## src/rtl/dq_pkg.sv

```systemverilog
`timescale 1ns / 1ps
// Shared types and codes for the double-ended queue core.
// Used by dq_ctrl, dq_datapath and double_ended_queue_core; no dependencies.
package dq_pkg;

    // Default sizing of the ring
    localparam int DEPTH_DEF      = 16;
    localparam int DATA_WIDTH_DEF = 32;

    // Field widths on the stream ports
    localparam int MODE_W   = 3;
    localparam int VALUE_W  = 32;
    localparam int DOUT_W   = 32;
    localparam int STATUS_W = 2;
    localparam int COUNT_W  = 5;

    // Packed port widths, rounded up to whole bytes
    localparam int S_TDATA_W = 32;
    localparam int S_TUSER_W = 8;
    localparam int M_TDATA_W = 40;
    localparam int M_TUSER_W = 8;

    // Operation codes carried in the request
    localparam logic [MODE_W-1:0] MODE_PUSH_FRONT = 3'd0;
    localparam logic [MODE_W-1:0] MODE_PUSH_BACK  = 3'd1;
    localparam logic [MODE_W-1:0] MODE_POP_FRONT  = 3'd2;
    localparam logic [MODE_W-1:0] MODE_POP_BACK   = 3'd3;
    localparam logic [MODE_W-1:0] MODE_PEEK_FRONT = 3'd4;
    localparam logic [MODE_W-1:0] MODE_PEEK_BACK  = 3'd5;

    // Status codes returned with each result
    localparam logic [STATUS_W-1:0] ST_OK    = 2'd0;
    localparam logic [STATUS_W-1:0] ST_FULL  = 2'd1;
    localparam logic [STATUS_W-1:0] ST_EMPTY = 2'd2;

    // Commands from the controller to the datapath
    typedef struct packed {
        logic capture;      // latch the incoming request
        logic exec;         // update pointers, write or read the ring
        logic load_direct;  // load a result that needs no ring read
        logic load_read;    // load a result from the registered read word
    } t_dp_cmd;

    // Status from the datapath to the controller
    typedef struct packed {
        logic need_read;    // current request returns a word from the ring
    } t_dp_sts;

endpackage

```

## src/rtl/double_ended_queue_core.sv

```systemverilog
`timescale 1ns / 1ps
// Top level of the double-ended queue core: controller plus datapath.
// Depends on dq_pkg, dq_ctrl and dq_datapath.
//
// Usage:
//   Each request on the slave stream carries an operation in s_axis_tuser
//   (push front, push back, pop front, pop back, peek front, peek back) and a
//   word in s_axis_tdata. Every request returns exactly one result on the
//   master stream: the popped or peeked word, a status (ok, full, empty) and
//   the number of stored words after the operation.
//   Pushes, rejected requests and unused codes load their result from the
//   access step; pops and peeks load it in a further step from the read
//   word, because the single-port ring memory has a registered read.
//   The controller handles one request at a time and takes no new request
//   until the previous one has loaded its result.
//   A new request is taken while the previous result still waits in the
//   output register. When the receiver stalls, the pending request holds
//   before touching the ring until the output register frees.
//   Reset clears head, count, the controller state and the output valid flag;
//   ring contents are left as they are and are never read before being written.
module double_ended_queue_core #(
    parameter int DEPTH      = dq_pkg::DEPTH_DEF,
    parameter int DATA_WIDTH = dq_pkg::DATA_WIDTH_DEF
) (
    input  logic                          i_clk,
    input  logic                          i_rst_n,
    input  logic                          i_s_axis_tvalid,
    output logic                          o_s_axis_tready,
    input  logic [dq_pkg::S_TDATA_W-1:0]  i_s_axis_tdata,   // [31:0] value
    input  logic [dq_pkg::S_TUSER_W-1:0]  i_s_axis_tuser,   // [2:0] mode
    output logic                          o_m_axis_tvalid,
    input  logic                          i_m_axis_tready,
    output logic [dq_pkg::M_TDATA_W-1:0]  o_m_axis_tdata,   // [31:0] data_out, [36:32] count
    output logic [dq_pkg::M_TUSER_W-1:0]  o_m_axis_tuser    // [1:0] status
);

    dq_pkg::t_dp_cmd               w_cmd;
    dq_pkg::t_dp_sts               w_sts;
    logic [dq_pkg::DOUT_W-1:0]     w_data;
    logic [dq_pkg::STATUS_W-1:0]   w_status;
    logic [dq_pkg::COUNT_W-1:0]    w_count;

    dq_ctrl u_ctrl (
        .i_clk       (i_clk),
        .i_rst_n     (i_rst_n),
        .i_in_valid  (i_s_axis_tvalid),
        .o_in_ready  (o_s_axis_tready),
        .o_out_valid (o_m_axis_tvalid),
        .i_out_ready (i_m_axis_tready),
        .i_sts       (w_sts),
        .o_cmd       (w_cmd)
    );

    dq_datapath #(
        .DEPTH      (DEPTH),
        .DATA_WIDTH (DATA_WIDTH)
    ) u_datapath (
        .i_clk    (i_clk),
        .i_rst_n  (i_rst_n),
        .i_cmd    (w_cmd),
        .o_sts    (w_sts),
        .i_mode   (i_s_axis_tuser[dq_pkg::MODE_W-1:0]),
        .i_value  (i_s_axis_tdata[dq_pkg::VALUE_W-1:0]),
        .o_data   (w_data),
        .o_status (w_status),
        .o_count  (w_count)
    );

    // Pack the result, padding to whole bytes
    assign o_m_axis_tdata = {
        {(dq_pkg::M_TDATA_W - dq_pkg::DOUT_W - dq_pkg::COUNT_W){1'b0}}, w_count, w_data
    };
    assign o_m_axis_tuser = {{(dq_pkg::M_TUSER_W - dq_pkg::STATUS_W){1'b0}}, w_status};

endmodule

```

## src/rtl/dq_ctrl.sv

```systemverilog
`timescale 1ns / 1ps
// Sequencing controller for the double-ended queue core.
// Depends on dq_pkg for the command and status structs.
module dq_ctrl (
    input  logic            i_clk,
    input  logic            i_rst_n,
    input  logic            i_in_valid,
    output logic            o_in_ready,
    output logic            o_out_valid,
    input  logic            i_out_ready,
    input  dq_pkg::t_dp_sts i_sts,
    output dq_pkg::t_dp_cmd o_cmd
);

    localparam logic [1:0] S_IDLE = 2'd0;
    localparam logic [1:0] S_EXEC = 2'd1;
    localparam logic [1:0] S_READ = 2'd2;

    logic [1:0] r_state;
    logic [1:0] n_state;
    logic       r_out_valid;
    logic       n_out_valid;
    logic       w_out_free;

    assign w_out_free  = !r_out_valid || i_out_ready;
    assign o_in_ready  = (r_state == S_IDLE);
    assign o_out_valid = r_out_valid;

    // Next state, commands and output valid
    always_comb begin
        n_state           = r_state;
        n_out_valid       = r_out_valid && !i_out_ready;
        o_cmd.capture     = 1'b0;
        o_cmd.exec        = 1'b0;
        o_cmd.load_direct = 1'b0;
        o_cmd.load_read   = 1'b0;
        unique case (r_state)
            S_IDLE: begin
                if (i_in_valid) begin
                    o_cmd.capture = 1'b1;
                    n_state       = S_EXEC;
                end
            end
            S_EXEC: begin
                // hold until the output register can take the result
                if (w_out_free) begin
                    o_cmd.exec = 1'b1;
                    if (i_sts.need_read) begin
                        n_state = S_READ;
                    end else begin
                        o_cmd.load_direct = 1'b1;
                        n_out_valid       = 1'b1;
                        n_state           = S_IDLE;
                    end
                end
            end
            S_READ: begin
                o_cmd.load_read = 1'b1;
                n_out_valid     = 1'b1;
                n_state         = S_IDLE;
            end
            default: begin
                n_state = S_IDLE;
            end
        endcase
    end

    // State and valid registers
    always_ff @(posedge i_clk) begin
        if (!i_rst_n) begin
            r_state     <= S_IDLE;
            r_out_valid <= 1'b0;
        end else begin
            r_state     <= n_state;
            r_out_valid <= n_out_valid;
        end
    end

    // Ring access only while the output register is free
    a_exec_out_free: assert property (@(posedge i_clk) disable iff (!i_rst_n)
        o_cmd.exec |-> w_out_free)
        else $error("ring access issued while result still pending");

    // Read wait always follows an access cycle
    a_read_after_exec: assert property (@(posedge i_clk) disable iff (!i_rst_n)
        (r_state == S_EXEC && o_cmd.exec && i_sts.need_read) |=> (r_state == S_READ))
        else $error("read result step did not follow ring read");

    // Never overwrite an untaken result
    a_no_overwrite: assert property (@(posedge i_clk) disable iff (!i_rst_n)
        ((o_cmd.load_direct || o_cmd.load_read) && r_out_valid) |-> i_out_ready)
        else $error("result register overwritten before it was taken");

endmodule

```

## src/rtl/dq_datapath.sv

```systemverilog
`timescale 1ns / 1ps
// Datapath of the double-ended queue core: ring memory, head and count, result register.
// Depends on dq_pkg for codes, field widths and the command and status structs.
module dq_datapath #(
    parameter int DEPTH      = dq_pkg::DEPTH_DEF,
    parameter int DATA_WIDTH = dq_pkg::DATA_WIDTH_DEF
) (
    input  logic                          i_clk,
    input  logic                          i_rst_n,
    input  dq_pkg::t_dp_cmd               i_cmd,
    output dq_pkg::t_dp_sts               o_sts,
    input  logic [dq_pkg::MODE_W-1:0]     i_mode,
    input  logic [dq_pkg::VALUE_W-1:0]    i_value,
    output logic [dq_pkg::DOUT_W-1:0]     o_data,
    output logic [dq_pkg::STATUS_W-1:0]   o_status,
    output logic [dq_pkg::COUNT_W-1:0]    o_count
);

    localparam int AW = $clog2(DEPTH);
    localparam int CW = $clog2(DEPTH + 1);
    localparam int SW = CW + 1;

    // Captured request
    logic [dq_pkg::MODE_W-1:0]   r_mode;
    logic [DATA_WIDTH-1:0]       r_word;

    // Ring state
    logic [AW-1:0]               r_head;
    logic [AW-1:0]               n_head;
    logic [CW-1:0]               r_count;
    logic [CW-1:0]               n_count;
    logic [DATA_WIDTH-1:0]       r_mem [DEPTH];
    logic [DATA_WIDTH-1:0]       r_rd_data;

    // Result register
    logic [dq_pkg::DOUT_W-1:0]   r_out_data;
    logic [dq_pkg::STATUS_W-1:0] r_out_status;
    logic [dq_pkg::COUNT_W-1:0]  r_out_count;

    // Decode and address logic
    logic                        w_full;
    logic                        w_empty;
    logic                        w_is_push;
    logic [SW-1:0]               w_tail_sum;
    logic [SW-1:0]               w_tail_pos;
    logic [SW-1:0]               w_last_sum;
    logic [SW-1:0]               w_last_pos;
    logic [AW-1:0]               w_head_dec;
    logic [AW-1:0]               w_head_inc;
    logic [AW-1:0]               w_addr;
    logic                        w_we;
    logic                        w_re;
    logic                        w_need_read;
    logic [dq_pkg::STATUS_W-1:0] w_status;

    assign w_full    = (r_count == CW'(DEPTH));
    assign w_empty   = (r_count == '0);
    assign w_is_push = (r_mode == dq_pkg::MODE_PUSH_FRONT)
                    || (r_mode == dq_pkg::MODE_PUSH_BACK);

    // Slot past the back, and slot of the back element, wrapped once
    assign w_tail_sum = SW'(r_head) + SW'(r_count);
    assign w_tail_pos = (w_tail_sum >= SW'(DEPTH)) ? w_tail_sum - SW'(DEPTH) : w_tail_sum;
    assign w_last_sum = w_tail_sum - SW'(1);
    assign w_last_pos = (w_last_sum >= SW'(DEPTH)) ? w_last_sum - SW'(DEPTH) : w_last_sum;

    // Head step in either direction
    assign w_head_dec = (r_head == '0) ? AW'(DEPTH - 1) : r_head - 1'b1;
    assign w_head_inc = (r_head == AW'(DEPTH - 1)) ? '0 : r_head + 1'b1;

    // Operation decode
    always_comb begin
        n_head      = r_head;
        n_count     = r_count;
        w_addr      = r_head;
        w_we        = 1'b0;
        w_re        = 1'b0;
        w_need_read = 1'b0;
        w_status    = dq_pkg::ST_OK;
        unique case (r_mode)
            dq_pkg::MODE_PUSH_FRONT: begin
                if (w_full) begin
                    w_status = dq_pkg::ST_FULL;
                end else begin
                    n_head  = w_head_dec;
                    w_addr  = w_head_dec;
                    w_we    = 1'b1;
                    n_count = r_count + 1'b1;
                end
            end
            dq_pkg::MODE_PUSH_BACK: begin
                if (w_full) begin
                    w_status = dq_pkg::ST_FULL;
                end else begin
                    w_addr  = w_tail_pos[AW-1:0];
                    w_we    = 1'b1;
                    n_count = r_count + 1'b1;
                end
            end
            dq_pkg::MODE_POP_FRONT: begin
                if (w_empty) begin
                    w_status = dq_pkg::ST_EMPTY;
                end else begin
                    w_re        = 1'b1;
                    w_need_read = 1'b1;
                    n_head      = w_head_inc;
                    n_count     = r_count - 1'b1;
                end
            end
            dq_pkg::MODE_POP_BACK: begin
                if (w_empty) begin
                    w_status = dq_pkg::ST_EMPTY;
                end else begin
                    w_addr      = w_last_pos[AW-1:0];
                    w_re        = 1'b1;
                    w_need_read = 1'b1;
                    n_count     = r_count - 1'b1;
                end
            end
            dq_pkg::MODE_PEEK_FRONT: begin
                if (w_empty) begin
                    w_status = dq_pkg::ST_EMPTY;
                end else begin
                    w_re        = 1'b1;
                    w_need_read = 1'b1;
                end
            end
            dq_pkg::MODE_PEEK_BACK: begin
                if (w_empty) begin
                    w_status = dq_pkg::ST_EMPTY;
                end else begin
                    w_addr      = w_last_pos[AW-1:0];
                    w_re        = 1'b1;
                    w_need_read = 1'b1;
                end
            end
            default: begin
                // unused codes leave the ring alone
            end
        endcase
    end

    assign o_sts.need_read = w_need_read;

    // Latch the request
    always_ff @(posedge i_clk) begin
        if (i_cmd.capture) begin
            r_mode <= i_mode;
            r_word <= DATA_WIDTH'(i_value);
        end
    end

    // Advance head and count
    always_ff @(posedge i_clk) begin
        if (!i_rst_n) begin
            r_head  <= '0;
            r_count <= '0;
        end else if (i_cmd.exec) begin
            r_head  <= n_head;
            r_count <= n_count;
        end
    end

    // Ring memory, single port with registered read
    always_ff @(posedge i_clk) begin
        if (i_cmd.exec && w_we) begin
            r_mem[w_addr] <= r_word;
        end
        if (i_cmd.exec && w_re) begin
            r_rd_data <= r_mem[w_addr];
        end
    end

    // Result register
    always_ff @(posedge i_clk) begin
        if (i_cmd.load_direct) begin
            r_out_data   <= '0;
            r_out_status <= w_status;
            r_out_count  <= dq_pkg::COUNT_W'(n_count);
        end else if (i_cmd.load_read) begin
            r_out_data   <= dq_pkg::DOUT_W'(r_rd_data);
            r_out_status <= dq_pkg::ST_OK;
            r_out_count  <= dq_pkg::COUNT_W'(r_count);
        end
    end

    assign o_data   = r_out_data;
    assign o_status = r_out_status;
    assign o_count  = r_out_count;

    // Fill count stays within the ring
    a_count_bound: assert property (@(posedge i_clk) disable iff (!i_rst_n)
        r_count <= CW'(DEPTH))
        else $error("fill count beyond ring depth");

    // Accepted push grows the count by one
    a_push_count: assert property (@(posedge i_clk) disable iff (!i_rst_n)
        (i_cmd.exec && w_is_push && !w_full) |=> (r_count == CW'($past(r_count) + 1'b1)))
        else $error("push did not advance the fill count");

    // Read-backed results only follow an accepted read
    a_read_ok: assert property (@(posedge i_clk) disable iff (!i_rst_n)
        i_cmd.load_read |-> $past(i_cmd.exec && w_re))
        else $error("ring word returned without a read");

endmodule
```

## config.mk

```make
export PLATFORM = sky130hd
export DESIGN_NAME = double_ended_queue_core
export DESIGN_NICKNAME = d
export VERILOG_FILES = /design/src/rtl/dq_pkg.sv /design/src/rtl/double_ended_queue_core.sv /design/src/rtl/dq_ctrl.sv /design/src/rtl/dq_datapath.sv
export SDC_FILE = /design/constraint.sdc
export NUM_CORES = 1
export LEC_CHECK = 0
export ABC_AREA = 1
export BUFFER_PORTS_ARGS = -buffer_cell sky130_fd_sc_hd__buf_2
export CAP_MARGIN = 20
export CORE_MARGIN = 1
export CORE_UTILIZATION = 56
export DETAILED_ROUTE_END_ITERATION = 7
export PLACE_DENSITY = 0.76
export SYNTH_ARGS = -nofsm -noshare
export SYNTH_HDL_FRONTEND = slang
export SYNTH_HIERARCHICAL = 1
export SYNTH_SLANG_ARGS = --single-unit
```

## constraint.sdc

```tcl
create_clock -name i_clk -period 3.9 [get_ports i_clk]
set_input_delay 0.975 -clock i_clk [delete_from_list [all_inputs] [get_ports i_clk]]
set_output_delay 0.975 -clock i_clk [all_outputs]
set_load 0.005 [all_outputs]
```

==> After elaboration in Yosys (flattened, before gate mapping) <==
Memory sizes are Yosys's and may differ from the RTL's. A register that Yosys moved wholly into a read port is not among the register bits.
Cells that the tools add are included.
{ "totals": {"ff_bits": 86, "mem_bits_rw": 512, "input_bits": 44, "out_inout_bits": 50, "elab_cells": 89, "memories": 1} }
{ "op_classes": {"addsub": 8, "magnitude_cmp": 2, "n_eq_ne": 12, "mux": 39, "reduce_logical": 18} }
{ "mem_list": {"columns": ["memory", "words", "word_bits", "rd", "rd_ports_with_merged_regs", "wr", "line", "text"], "rows": [
  ["u_datapath.r_mem", 16, 32, 1, 1, 1, "dq_datapath.sv:32", "logic [DATA_WIDTH-1:0] r_mem [DEPTH];"]
]} }
{ "ops": {"columns": ["operator", "n"], "rows": [
  ["4-bit two-way mux", 8],
  ["5-bit two-way mux", 4],
  ["2-bit two-way mux", 8],
  ["1-bit two-way mux", 13],
  ["6-bit by 5-bit greater-or-equal comparator with 1-bit output, second input constant", 2],
  ["4-bit case mux with 3 select lines", 1],
  ["4-bit by 1-bit subtractor with 4-bit output, second input constant", 3],
  ["5-bit case mux with 2 select lines", 1],
  ["2-bit case mux with 2 select lines", 2],
  ["4-bit case mux with 2 select lines", 1],
  ["4-bit by 5-bit adder with 6-bit output", 1],
  ["3-bit by 2-bit equality test with 1-bit output, second input constant", 2],
  ["3-bit equality test, second input constant", 2],
  ["2-bit OR reduction", 3],
  ["6-bit by 1-bit subtractor with 6-bit output, second input constant", 1],
  ["5-bit by 1-bit adder with 5-bit output, second input constant", 1],
  ["5-bit equality test, second input constant", 1],
  ["5-bit zero test", 1],
  ["5-bit by 1-bit subtractor with 5-bit output, second input constant", 1],
  ["4-bit by 1-bit adder with 4-bit output, second input constant", 1],
  ["4-bit equality test, second input constant", 1],
  ["4-bit zero test", 1],
  ["2-bit != test, second input constant", 2],
  ["2-bit nonzero test", 2],
  ["13 further kinds", 16]
]} }

==> Logic depth before layout (Yosys ltp) <==
{ "logic_depth": {"word_depth": 9, "mapped_depth": 18} }

==> Hierarchy <==
The synthesis kept the hierarchy.
{ "by_module_without_submodules": {"columns": ["module", "instances", "cells_per_inst", "area_each_um2", "seq_area_each_um2"], "rows": [
  ["dq_datapath", 1, 2538, 26543.0, 18417.7],
  ["dq_ctrl", 1, 36, 226.5, 60.1],
  ["double_ended_queue_core", 1, 10, 71.3, 0.0]
]} }

==> Least setup slack after synthesis <==
Ideal clock, no wire load.
{ "synth_timing": {"path_type": "flip-flop to flip-flop", "start": "register u_datapath.r_count[0]", "end": "memory u_datapath/r_mem[14][0] (netlist name), enable pin", "setup_time_ns": 0.421, "arrival_time_ns": 3.628, "required_ns": 3.479, "path_slack_ns": -0.149, "path_stages_with_launch": 14, "n_path_buf": 2, "cell_sequence": "dfxtp_1 -> ha_1 -> fa_1 -> inv_1 -> ha_1 -> nand2_1 -> o211ai_1 -> nand2_1 -> nor2_1 -> a21oi_2 -> buf_4 -> buf_4 -> nand3_1 -> nor2_1"} }
{ "synth_between": {"elab_chain_cells": 6, "elab_cells_between_ends": 19} }
{ "synth_rtl": {"columns": ["item", "line", "text"], "rows": [
  ["start, declared", "dq_datapath.sv:30", "logic [CW-1:0] r_count;"],
  ["start signal, assigned", "dq_datapath.sv:160", "r_count <= n_count;"],
  ["4-bit by 5-bit adder with 6-bit output or 5-bit equality test (tied branches)", "dq_datapath.sv:62, dq_datapath.sv:56", null],
  ["6-bit by 1-bit subtractor with 6-bit output or 1-bit two-way mux (tied branches)", "dq_datapath.sv:64, dq_datapath.sv:82, dq_datapath.sv:92", null],
  ["6-bit by 5-bit greater-or-equal comparator with 1-bit output (tied with other cells)", "dq_datapath.sv:65", "assign w_last_pos = (w_last_sum >= SW'(DEPTH)) ? w_last_sum - SW'(DEPTH) : w_last_sum;"],
  ["4-bit two-way mux or 1-bit logical AND (tied branches)", "dq_datapath.sv:65, dq_datapath.sv:166", null],
  ["4-bit two-way mux or 1-bit two-way mux (tied branches)", "dq_datapath.sv:111, dq_datapath.sv:129, dq_datapath.sv:166", null],
  ["4-bit case mux with 3 select lines or 1-bit two-way mux (tied branches)", "dq_datapath.sv:80, dq_datapath.sv:167", null],
  ["end, declared", "dq_datapath.sv:32", null]
]} }
Parallel ways exist; a longest one is shown, timed or not.

==> Worst setup path after layout <==
{ "layout_timing": {"start": "register u_datapath.r_head[0]", "end": "memory u_datapath/r_mem[11][15] (netlist name), enable pin"} }
{ "layout_between": {"elab_chain_cells": 6, "elab_cells_between_ends": 15} }
{ "layout_rtl": {"columns": ["item", "line", "text"], "rows": [
  ["start, declared", "dq_datapath.sv:28", "logic [AW-1:0] r_head;"],
  ["start signal, assigned", "dq_datapath.sv:159", "r_head <= n_head;"],
  ["4-bit by 5-bit adder with 6-bit output", "dq_datapath.sv:62", "assign w_tail_sum = SW'(r_head) + SW'(r_count);"],
  ["6-bit by 1-bit subtractor with 6-bit output", "dq_datapath.sv:64", "assign w_last_sum = w_tail_sum - SW'(1);"],
  ["6-bit by 5-bit greater-or-equal comparator with 1-bit output or 4-bit by 1-bit subtractor with 4-bit output (tied branches)", "dq_datapath.sv:65", null],
  ["4-bit two-way mux", "dq_datapath.sv:65", null],
  ["4-bit two-way mux", "dq_datapath.sv:111, dq_datapath.sv:129", null],
  ["4-bit case mux with 3 select lines *", "dq_datapath.sv:80", "unique case (r_mode)"]
]} }
Every way passes the cells marked *; elsewhere a longest branch is shown, timed or not.

==> impl_metrics.yaml <==
timing:
  fmax_ghz: 0.2824
  hold_viol: 0
  timing.final.max_slew_violations: 0
  finalSetupViolations: 0
  slew_headroom: 0.5359
  rsz0062_at_grt: "false"
  holdWs_ps: 477.7
  skew_ps: 22.53
  worst_pin_slew_ps: 695.4
  min_period_ps: 3541
  fin_crit_sh: 0.9079
placed_design:
  finalWeightedCongestion: 0.8873
  port_buffers: 79
  place_area_sq_um: 28050
  place_hpwl_mm: 34.62
drt:
  drtPass1Iterations: 6
  drt_wl_total_mm: 62.69
  post_drt_wl_per_cell_um: 19.01
  drtIter0Drc: 2314
  ant_nets: 0
  drc: 0
  num_vias: 18390
  via_per_inst: 5.575
power:
  p_comb_frac: 0.146
  leakagePower_nw: 12.57
  p_sw_mw: 4.249
  intPower_mw: 11.84
  power_density_nw_per_um2: 534.3
  switching_share: 0.2642
  seqPwrFrac: 0.483
  clkPwrFrac: 0.371
  ir_worst_vdd_uv: 317.0
setup_path:
  required_ps: 4160
  worst_r2r_endpoint: "u_datapath/r_mem[11][15]"
  start_kind: "register"
  worstSetupEndpointType: "register"
  path_class: "reg2reg"
  crit_start: "u_datapath/r_head[0]"
  r2r_cells: 12
  cp.arrival_ps: 3800
  crit_fanout: 21
  ff2ff_setup_slack_ps: 360
  rr_startpoint: "u_datapath/r_head[0]"
die:
  fp.dieW_um: 220.9
  fp.dieArea_sq_um: 48810
  dieHeight_um: 220.9
  row_count: 79
  coreArea_sq_um: 46950
  ios: 94
  initial_core_util: 0.5717
yosys:
  yosysUniqueCellTypes: 40
  syn_area_sq_um: 26840
  async_flop_share: 0
  yosys.area_share.adder: 0.008204
  synthTopCellsByArea: "edfxtp_1, nand2_1, nand3_1"
  netlist.area_leader.share: 0.6556
  yosys_warnings: 6
  yosys.area_share.xor_xnor: 0.002610
  synth_seq_cells: 630
  synth_top_family_by_area: "simple AND/OR/NAND/NOR gates"
  yosys.area_share.simple: 0.2377
  synth_cells: 2584
  yosys.area.top_type: "edfxtp_1"
  syn_avg_cell_area_sq_um: 10.39
  synth_ff_type: "edfxtp_1"
  muxShareOfSynthArea: 0
  synth_compound_area_frac: 0.01767
  synth_edf_count: 586
  synth.yosys.seq_area_share: 0.6884
clock_network:
  cts_sinks: 630
  cts_buffers: 59
  postCtsSetupRepairBufs: 0
  cts_root_buf: "clkbuf_16"
  cts_tree: "yes"
  ctsHoldBuffers: 0
  clkTransAtPathRegs_ps: 60
  ctsResizeCount: 0
  htree_levels: 2
  clkLatencyLatePin_ps: 630
  cts_buffer_depth: 3
global_route:
  grt_use_total: 0.2572
  grt_max_degree: 135
  grt_pass1_wl_mm: 98.01
  grt_pass1_vias: 18080
  overflow: 0
  antenna_found_initial: 0
final_layout:
  diodes: 0
  synthToLayoutAreaGrowth_pct: 12.15
  final.fill_count: 3473
  drive_gt1_frac: 0.09848
  fin_area_sq_um: 30100
  layout.nets: 2702
worst_hold_path:
  holdPathEnd: "u_datapath/o_data[11]"
  holdPathStages: 2
  min_from: "u_datapath/r_rd_data[11]"
  hp-class: "reg2reg"
run:
  maxCapViolations: 0
run_status:
  status: "finished, final reports clean"
==> logic make-up after synthesis <==
kind of cell | Yosys count
AO/OA/AOI/OAI | 80
flip-flops | 630
XOR/XNOR | 8
other | 1
AND/OR/NAND/NOR | 1584
buffers and inverters | 264
adder cells (fa/ha/maj) | 17
==> through the flow <==
| step | power (mW) | setup TNS [ps] | utilization | std cells | worst slack (ps) |
|---|---|---|---|---|---|
| 3_5_place_dp | 10.22 | 0 | 0.5973 | 3186 | 415.7 |
| 6_report | 16.08 | 0 | 0.6411 | 3298 | 359.0 |
| 4_1_cts | 16.15 | 0 | 0.6407 | 3297 | 379.7 |
| 3_3_place_gp | 10.16 | 0 | 0.5973 | 3186 | 488.3 |
| 2_1_floorplan | 9.499 | -38060 | - | 2592 | -148.7 |
| 5_1_grt | 16.72 | 0 | 0.6411 | 3298 | 157.1 |
==> worst max-delay path by stage <==
stage / endpoint / slack [ps] / cells after the start
final: u_datapath/r_mem[11][15] / 360 / 12
after global routing: u_datapath/r_rd_data[4] / 160 / 17
after CTS: u_datapath/r_mem[11][14] / 380 / 12
after detailed placement: u_datapath/r_mem[11][15] / 420 / 12
after global placement: u_datapath/r_mem[11][10] / 490 / 12
after floorplan: u_datapath/r_mem[6][0] / -150 / 13
==> critical path, cell delays in order, from the launching register on <==
cell and delay (ps):
dfxtp_1 480, ha_1 250, fa_1 420, inv_1 110, ha_1 240, nand2_1 70, o211ai_1 90, nand2_1 150
nor2_1 100, a21oi_4 210, nand3_1 390, nor2_4 230, buf_4 410
==> cell type report <==
cell class / count / area (sq um) / share of cell area
Multi-Input combinational cell: 1698 / 7347 / 0.2441
Sequential cell: 630 / 18480 / 0.6138
Tap cell: 607 / 759.5 / 0.02523
Timing Repair Buffer: 134 / 1033 / 0.03433
Inverter: 118 / 447.9 / 0.01488
Clock buffer: 90 / 1745 / 0.05798
Clock inverter: 21 / 290.3 / 0.009643
==> cell usage after synthesis (2+ instances only) <==
cell / instances
inv_2: 5
nor2_2: 2
a31oi_1: 2
nand3_1: 282
a221oi_1: 4
buf_1: 4
nand4_1: 6
clkbuf_1: 36
or2_2: 2
dfxtp_1: 44
o211ai_1: 3
a21oi_2: 3
nand2_1: 1184
o221ai_1: 2
buf_2: 70
o21ai_1: 2
nor3_1: 3
a21oi_1: 13
edfxtp_1: 586
ha_1: 16
nand3_2: 2
nor2_1: 97
inv_1: 112
o21ai_0: 46
nand2_2: 2
xor2_1: 7
buf_4: 36
==> cells in the final DEF, fill, tap and decap left out, types with 19 or more instances in the layout <==
cell type and n:
clkbuf_16 61, inv_1 110, nor2_1 80, edfxtp_1 586
buf_4 37, o21ai_0 46, buf_2 79, dfxtp_1 44
nand3_1 282, nand2_1 1184, nor2_4 19
==> routing by layer <==
layer / up-vias / wire length [um] / GRT usage
met5: - / 0 / 0
met4: 0 / 2087 / 0.1031
met3: 136 / 5134 / 0.04183
met2: 814 / 29630 / 0.4197
met1: 8751 / 25840 / 0.3471
li1: 8684 / - / -
==> sequential cells by signal (all words and copies together), names as in the netlist, 3 cells and up <==
name	count
u_datapath/o_count	5
u_datapath/o_data	32
u_datapath/r_count	5
u_datapath/r_head	4
u_datapath/r_mem	512
u_datapath/r_mode	3
u_datapath/r_rd_data	32
u_datapath/r_word	32
==> power groups by stage <==
| stage | clock network, mW | registers, mW | logic, mW |
|---|---|---|---|
| after floorplan | 0 | 7.85 | 1.65 |
| after global placement | 0 | 7.90 | 2.25 |
| after detailed placement | 0 | 7.92 | 2.30 |
| after CTS | 6.05 | 7.77 | 2.33 |
| after global routing | 6.30 | 7.79 | 2.62 |
| final | 5.96 | 7.78 | 2.35 |
No activity file was read; power rests on OpenSTA's default activity.
